<file path="src/hdl/ycc_pkg.sv">
// Package for the 4:2:2 YCbCr to RGB converter: Q12 coefficients, datapath types
// and the channel saturation function. No dependencies.
package ycc_pkg;

    localparam int FRAC_BITS = 12;

    typedef logic signed [8:0]  off_t;
    typedef logic signed [23:0] prod_t;
    typedef logic [7:0]         chan_t;

    localparam logic signed [14:0] K_LUMA     = 15'sd4768;
    localparam logic signed [14:0] K_CB_BLUE  = 15'sd8266;
    localparam logic signed [14:0] K_CR_GREEN = 15'sd3330;
    localparam logic signed [14:0] K_CB_GREEN = 15'sd1602;
    localparam logic signed [14:0] K_CR_RED   = 15'sd6537;

    localparam logic [8:0] LUMA_BASE   = 9'd16;
    localparam logic [8:0] CHROMA_BASE = 9'd128;
    localparam chan_t      CHAN_MAX    = 8'd255;

    // floor by 2^12 then clamp to 0..255
    function automatic chan_t sat_q12(input prod_t acc);
        chan_t res;
        if (acc[23])
        begin
            res = '0;
        end
        else if (|acc[22:FRAC_BITS+8])
        begin
            res = CHAN_MAX;
        end
        else
        begin
            res = acc[FRAC_BITS+7:FRAC_BITS];
        end
        return res;
    endfunction

endpackage

</file>
<file path="src/hdl/ycbcr422_to_rgb_converter_top.sv">
// Top level of the 4:2:2 YCbCr to RGB (BT.601 studio range) converter.
// Depends on ycc_pkg and ycc_pixel.
//
// Takes one pixel pair per beat and gives two saturated 8-bit RGB pixels per beat.
// Four register stages (offsets, products, sums, saturation): an accepted beat passes
// through them in that order to the outputs, and one beat is taken every cycle
// while the output side is ready. The whole pipe holds while a result waits unaccepted.
// No state beyond the pipe, so reset only clears the valid bits.
module ycbcr422_to_rgb_converter_top (
    input  logic       clk,
    input  logic       rst_n,
    input  logic       in_valid,
    output logic       in_ready,
    input  logic [7:0] luma_first,
    input  logic [7:0] chroma_blue,
    input  logic [7:0] luma_second,
    input  logic [7:0] chroma_red,
    input  logic       last_in,
    output logic       out_valid,
    input  logic       out_ready,
    output logic [7:0] blue_first,
    output logic [7:0] green_first,
    output logic [7:0] red_first,
    output logic [7:0] blue_second,
    output logic [7:0] green_second,
    output logic [7:0] red_second,
    output logic       last_out
);

    logic adv;
    logic [3:0] v_reg;
    logic [3:0] v_next;
    logic [3:0] last_reg;

    ycc_pkg::off_t  yo1_reg;
    ycc_pkg::off_t  yo2_reg;
    ycc_pkg::off_t  bo_reg;
    ycc_pkg::off_t  ro_reg;
    ycc_pkg::prod_t ys1_reg;
    ycc_pkg::prod_t ys2_reg;
    ycc_pkg::prod_t cb_blue_reg;
    ycc_pkg::prod_t cr_green_reg;
    ycc_pkg::prod_t cb_green_reg;
    ycc_pkg::prod_t cr_red_reg;

    assign adv      = !v_reg[3] || out_ready;
    assign in_ready = adv;
    assign v_next   = {v_reg[2:0], in_valid};

    always_ff @(posedge clk or negedge rst_n)
    begin
        if (!rst_n)
        begin
            v_reg <= '0;
        end
        else if (adv)
        begin
            v_reg <= v_next;
        end
    end

    always_ff @(posedge clk)
    begin
        if (adv)
        begin
            last_reg     <= {last_reg[2:0], last_in};
            yo1_reg      <= ycc_pkg::off_t'({1'b0, luma_first}) - ycc_pkg::LUMA_BASE;
            yo2_reg      <= ycc_pkg::off_t'({1'b0, luma_second}) - ycc_pkg::LUMA_BASE;
            bo_reg       <= ycc_pkg::off_t'({1'b0, chroma_blue}) - ycc_pkg::CHROMA_BASE;
            ro_reg       <= ycc_pkg::off_t'({1'b0, chroma_red}) - ycc_pkg::CHROMA_BASE;
            ys1_reg      <= ycc_pkg::prod_t'(yo1_reg) * ycc_pkg::prod_t'(ycc_pkg::K_LUMA);
            ys2_reg      <= ycc_pkg::prod_t'(yo2_reg) * ycc_pkg::prod_t'(ycc_pkg::K_LUMA);
            cb_blue_reg  <= ycc_pkg::prod_t'(bo_reg) * ycc_pkg::prod_t'(ycc_pkg::K_CB_BLUE);
            cr_green_reg <= ycc_pkg::prod_t'(ro_reg) * ycc_pkg::prod_t'(ycc_pkg::K_CR_GREEN);
            cb_green_reg <= ycc_pkg::prod_t'(bo_reg) * ycc_pkg::prod_t'(ycc_pkg::K_CB_GREEN);
            cr_red_reg   <= ycc_pkg::prod_t'(ro_reg) * ycc_pkg::prod_t'(ycc_pkg::K_CR_RED);
        end
    end

    ycc_pixel u_pix_first (
        .clk      (clk),
        .adv      (adv),
        .ys       (ys1_reg),
        .cb_blue  (cb_blue_reg),
        .cr_green (cr_green_reg),
        .cb_green (cb_green_reg),
        .cr_red   (cr_red_reg),
        .blue     (blue_first),
        .green    (green_first),
        .red      (red_first)
    );

    ycc_pixel u_pix_second (
        .clk      (clk),
        .adv      (adv),
        .ys       (ys2_reg),
        .cb_blue  (cb_blue_reg),
        .cr_green (cr_green_reg),
        .cb_green (cb_green_reg),
        .cr_red   (cr_red_reg),
        .blue     (blue_second),
        .green    (green_second),
        .red      (red_second)
    );

    assign out_valid = v_reg[3];
    assign last_out  = last_reg[3];

    // a waiting result holds the whole pipe
    assert property (@(posedge clk) disable iff (!rst_n)
        out_valid && !out_ready |-> !in_ready)
        else $error("input taken while output stalled");

    // stage 3 beat reaches the output on an advance
    assert property (@(posedge clk) disable iff (!rst_n)
        adv && v_reg[2] |=> out_valid)
        else $error("beat lost between sum and output stage");

    // valid bits frozen during a stall
    assert property (@(posedge clk) disable iff (!rst_n)
        !adv |=> v_reg == $past(v_reg))
        else $error("valid bits moved during stall");

    // accepted beat enters stage 1
    assert property (@(posedge clk) disable iff (!rst_n)
        in_valid && in_ready |=> v_reg[0])
        else $error("accepted beat not captured");

endmodule

</file>
<file path="src/hdl/ycc_pixel.sv">
// One output pixel: Q12 channel sums (stage 3) and saturated channel registers (stage 4).
// Depends on ycc_pkg.
module ycc_pixel (
    input  logic           clk,
    input  logic           adv,
    input  ycc_pkg::prod_t ys,
    input  ycc_pkg::prod_t cb_blue,
    input  ycc_pkg::prod_t cr_green,
    input  ycc_pkg::prod_t cb_green,
    input  ycc_pkg::prod_t cr_red,
    output ycc_pkg::chan_t blue,
    output ycc_pkg::chan_t green,
    output ycc_pkg::chan_t red
);

    ycc_pkg::prod_t blue_sum_reg;
    ycc_pkg::prod_t green_sum_reg;
    ycc_pkg::prod_t red_sum_reg;
    ycc_pkg::chan_t blue_reg;
    ycc_pkg::chan_t green_reg;
    ycc_pkg::chan_t red_reg;

    always_ff @(posedge clk)
    begin
        if (adv)
        begin
            blue_sum_reg  <= ys + cb_blue;
            green_sum_reg <= ys - cr_green - cb_green;
            red_sum_reg   <= ys + cr_red;
            blue_reg      <= ycc_pkg::sat_q12(blue_sum_reg);
            green_reg     <= ycc_pkg::sat_q12(green_sum_reg);
            red_reg       <= ycc_pkg::sat_q12(red_sum_reg);
        end
    end

    assign blue  = blue_reg;
    assign green = green_reg;
    assign red   = red_reg;

endmodule
</file>
<file path="config.mk">
export PLATFORM = sky130hd
export DESIGN_NAME = ycbcr422_to_rgb_converter_top
export DESIGN_NICKNAME = d
export VERILOG_FILES = /design/src/hdl/ycc_pkg.sv /design/src/hdl/ycbcr422_to_rgb_converter_top.sv /design/src/hdl/ycc_pixel.sv
export SDC_FILE = /design/constraint.sdc
export NUM_CORES = 1
export LEC_CHECK = 0
export BUFFER_PORTS_ARGS = -buffer_cell sky130_fd_sc_hd__clkbuf_2
export CAP_MARGIN = 20
export CORE_MARGIN = 2
export CORE_UTILIZATION = 30
export CTS_CLUSTER_DIAMETER = 100
export CTS_CLUSTER_SIZE = 40
export DETAILED_ROUTE_END_ITERATION = 10
export RECOVER_POWER = 50
export SETUP_SLACK_MARGIN = 0.5
export SLEW_MARGIN = 25
export SYNTH_ARGS = -nofsm -noshare
export SYNTH_HDL_FRONTEND = slang
export SYNTH_SLANG_ARGS = --single-unit
</file>
<file path="constraint.sdc">
create_clock -name clk -period 7.5 [get_ports clk]
set_clock_uncertainty 0.2 [all_clocks]
set_input_delay 0.375 -clock clk [delete_from_list [all_inputs] [get_ports clk]]
set_output_delay 0.375 -clock clk [all_outputs]
set_load 0.1 [all_outputs]
</file>
==> summary.txt <==
Global routing
  – Vias in the first global route: 14000
  – Antenna violations before repair: 0
  – Pin count of the biggest net entering global routing: 156
  – Overflow after GRT: 0
  – GRT Overall Usage: 0.127
  – First-pass GRT wire length: 75000 um

Die
  – Die Wd: 272 um
  – I/O pin cnt: 88
  – Row count: 98
  – Initial Util: 0.303
  – Die span in y: 272 um
  – Die ar.: 0.0742 mm2
  – Core area: 0.0714 mm2

CTS
  – CTS tree: built
  – Clock Tree Buf Depth: 3
  – Post-cts sizing count: 0
  – Clock Tree Root: clkbuf_16
  – H-tree Lvls: 1
  – Clock latency on the worst-skew pair: 560 ps
  – CTS clk-pin slew, worst paths: 130 ps
  – CTS sink count: 276
  – Total CTS buffers: 17

Drt
  – DR iter-0 viols: 717
  – Drt first pass iters: 7
  – DR vias/cell: 4.67
  – Final WL: 47400 um
  – Via count: 14100
  – DRC viols: 0
  – Avg WL per Cell: 15.8 um
  – Detail Route Antenna Nets: 0

Run status
  – Failing checks: max-capacitance violations, max-slew violations
  – Outcome: finished, violations left

Synthesis
  – Yosys top cell area share: 0.378
  – Mean Syn Cell Area: 11.2 um2
  – Area leader, netlist: edfxtp_1
  – Most common flop cell mapped by yosys: edfxtp_1
  – Distinct cells, synth: 68
  – #FFs+latches synth: 276
  – Compound-Gate Fraction of Synth Area: 0.0994
  – XOR/XNOR Fraction of Synth Area: 0.0563
  – Register area share after synthesis: 0.383
  – Syn Nets: 2462
  – Synthesized cell area: 0.0216 mm2
  – Mux cell area share after synthesis: 0.00342
  – Number of enable flip-flop cells after synthesis: 272
  – Synth top area cells: edfxtp_1 38%, ha_1 24%, fa_1 8.9%
  – Synth top cells by count: 408 x ha_1, 272 x edfxtp_1, 257 x inv_1
  – Adder-cell area share of the yosys netlist: 0.325
  – Synth Area in Simple Gates: 0.0854
  – Synth warnings: 0
  – Async SR Flop Fraction: 0.0145
  – Cell count after synthesis: 1921
  – Largest family of logic cells by synthesized area: adder cells
  – Count leader, synth: ha_1

Worst setup path
  – Worst Path Arrival: 5270 ps
  – CP startpoint kind: flip-flop
  – Crit path max fanout: 17
  – Critical path class: reg2reg
  – Setup crit end kind: flip-flop
  – WP data required: 7670 ps
  – Worst r2r path cells: 15

Flow run
  – Maxcap violations: 1

Timing
  – Final worst path period share: 0.680
  – Hold Vio Cnt, Final: 0
  – Min cycle time layout: 5100 ps
  – Setup tns final: 0 ps
  – RSZ-0062 raised after global routing: no
  – Slew at the pin with the worst max-slew slack: 2660 ps
  – FMAX: 196 MHz
  – Max-slew headroom: -0.775
  – Final Slew Violations: 55
  – Setup violations, final: 0

Place
  – Placed inst area: 0.0232 mm2
  – Detailed Place HPWL: 39300 um
  – IO buf count: 87
  – RePlAce Congestion: 0.877

Layout
  – Largest register FFs: 21
  – Post-Route Utilization: 0.339
  – # fillers: 7120
  – # diodes: 0
  – Nets: 2591
  – Share of layout cells above drive strength 1: 0.0393
  – Synth-to-layout area growth: 12.0%
  – Final instance area: 0.0242 mm2

Hold path
  – Hold path cells: 0
  – Worst min path class: reg2reg
==> cells in the final DEF (no fill, tap or decap), types with 31 or more instances in the layout <==
cell type,Yosys,final
xnor2_1,94,94
a21o_1,37,37
xor2_1,45,45
clkbuf_2,0,31
edfxtp_1,272,272
nor3_1,33,33
nand2_1,54,54
dlygate4sd3_1,0,38
o21ai_0,53,53
fa_1,96,96
clkbuf_1,11,56
a21oi_1,113,114
nor2_1,167,167
ha_1,408,408
inv_1,257,257
==> cells by family (layout without fill, tap and decap cells) <==
family	count (synthesis)	count (layout)
buffers and inverters	274	413
multiplexers	7	7
XOR/XNOR	139	139
AND/OR/NAND/NOR	391	391
AO/OA/AOI/OAI	330	330
adder cells (fa/ha/maj)	504	504
flip-flops	276	276
==> final cells by class <==
class	instances	area [um2]	share of cell area
Timing Repair Buffer	127	773	0.0320
Clock inverter	12	292	0.0120
Multi-Input combinational cell	1371	12300	0.508
Sequential cell	276	8270	0.342
Tap cell	950	1190	0.0491
Inverter	257	965	0.0399
Clock buffer	17	425	0.0176
==> through the flow <==
step	hold slack, ps	cells	worst slack (ps)
3_3_place_gp	-19.2	2943	2450
4_1_cts	240	3010	2340
5_1_grt	255	3010	2000
3_5_place_dp	-13.8	2943	2330
2_1_floorplan	-121	1921	1870
6_report	237	3010	2400
==> per-layer routing <==
layer	wire length [um]	vias to the layer above	track usage
met4	1260	0	0.0376
met3	1660	56	0.0119
li1	-	7061	-
met5	0	-	0
met1	21600	6687	0.165
met2	22900	257	0.222
==> critical path, cell delays in order (launching register included) <==
cell	delay [ps]
edfxtp_1	830
inv_1	320
ha_1	350
inv_1	120
ha_1	190
inv_1	70
fa_1	510
inv_1	60
fa_1	430
ha_1	290
ha_1	380
a21oi_1	260
nand3_1	110
o22ai_1	250
or4b_1	460
o311ai_0	110
==> what timing repair did <==
action / in CTS / in global routing
buffers inserted: 0 / 0
hold endpoints to repair: 38 / 0
hold buffers: 38 / 0
==> worst paths after layout <==
kind                                  startpoint                  endpoint  slack [ps]
min                        last_reg[2]$_DFFE_PP_     last_reg[3]$_DFFE_PP_         240
max in group asynchronous                  rst_n      v_reg[2]$_DFFE_PN0P_        6430
min in group asynchronous                  rst_n      v_reg[1]$_DFFE_PN0P_         490
max reg2reg                  ro_reg[7]$_DFFE_PP_  cr_red_reg[20]$_DFFE_PP_        2400
max                          ro_reg[7]$_DFFE_PP_  cr_red_reg[20]$_DFFE_PP_        2400
min reg2reg                last_reg[2]$_DFFE_PP_     last_reg[3]$_DFFE_PP_         240
Power is not shown: default switching activity piles up to over one toggle a cycle in this logic, so the estimate is an artifact.
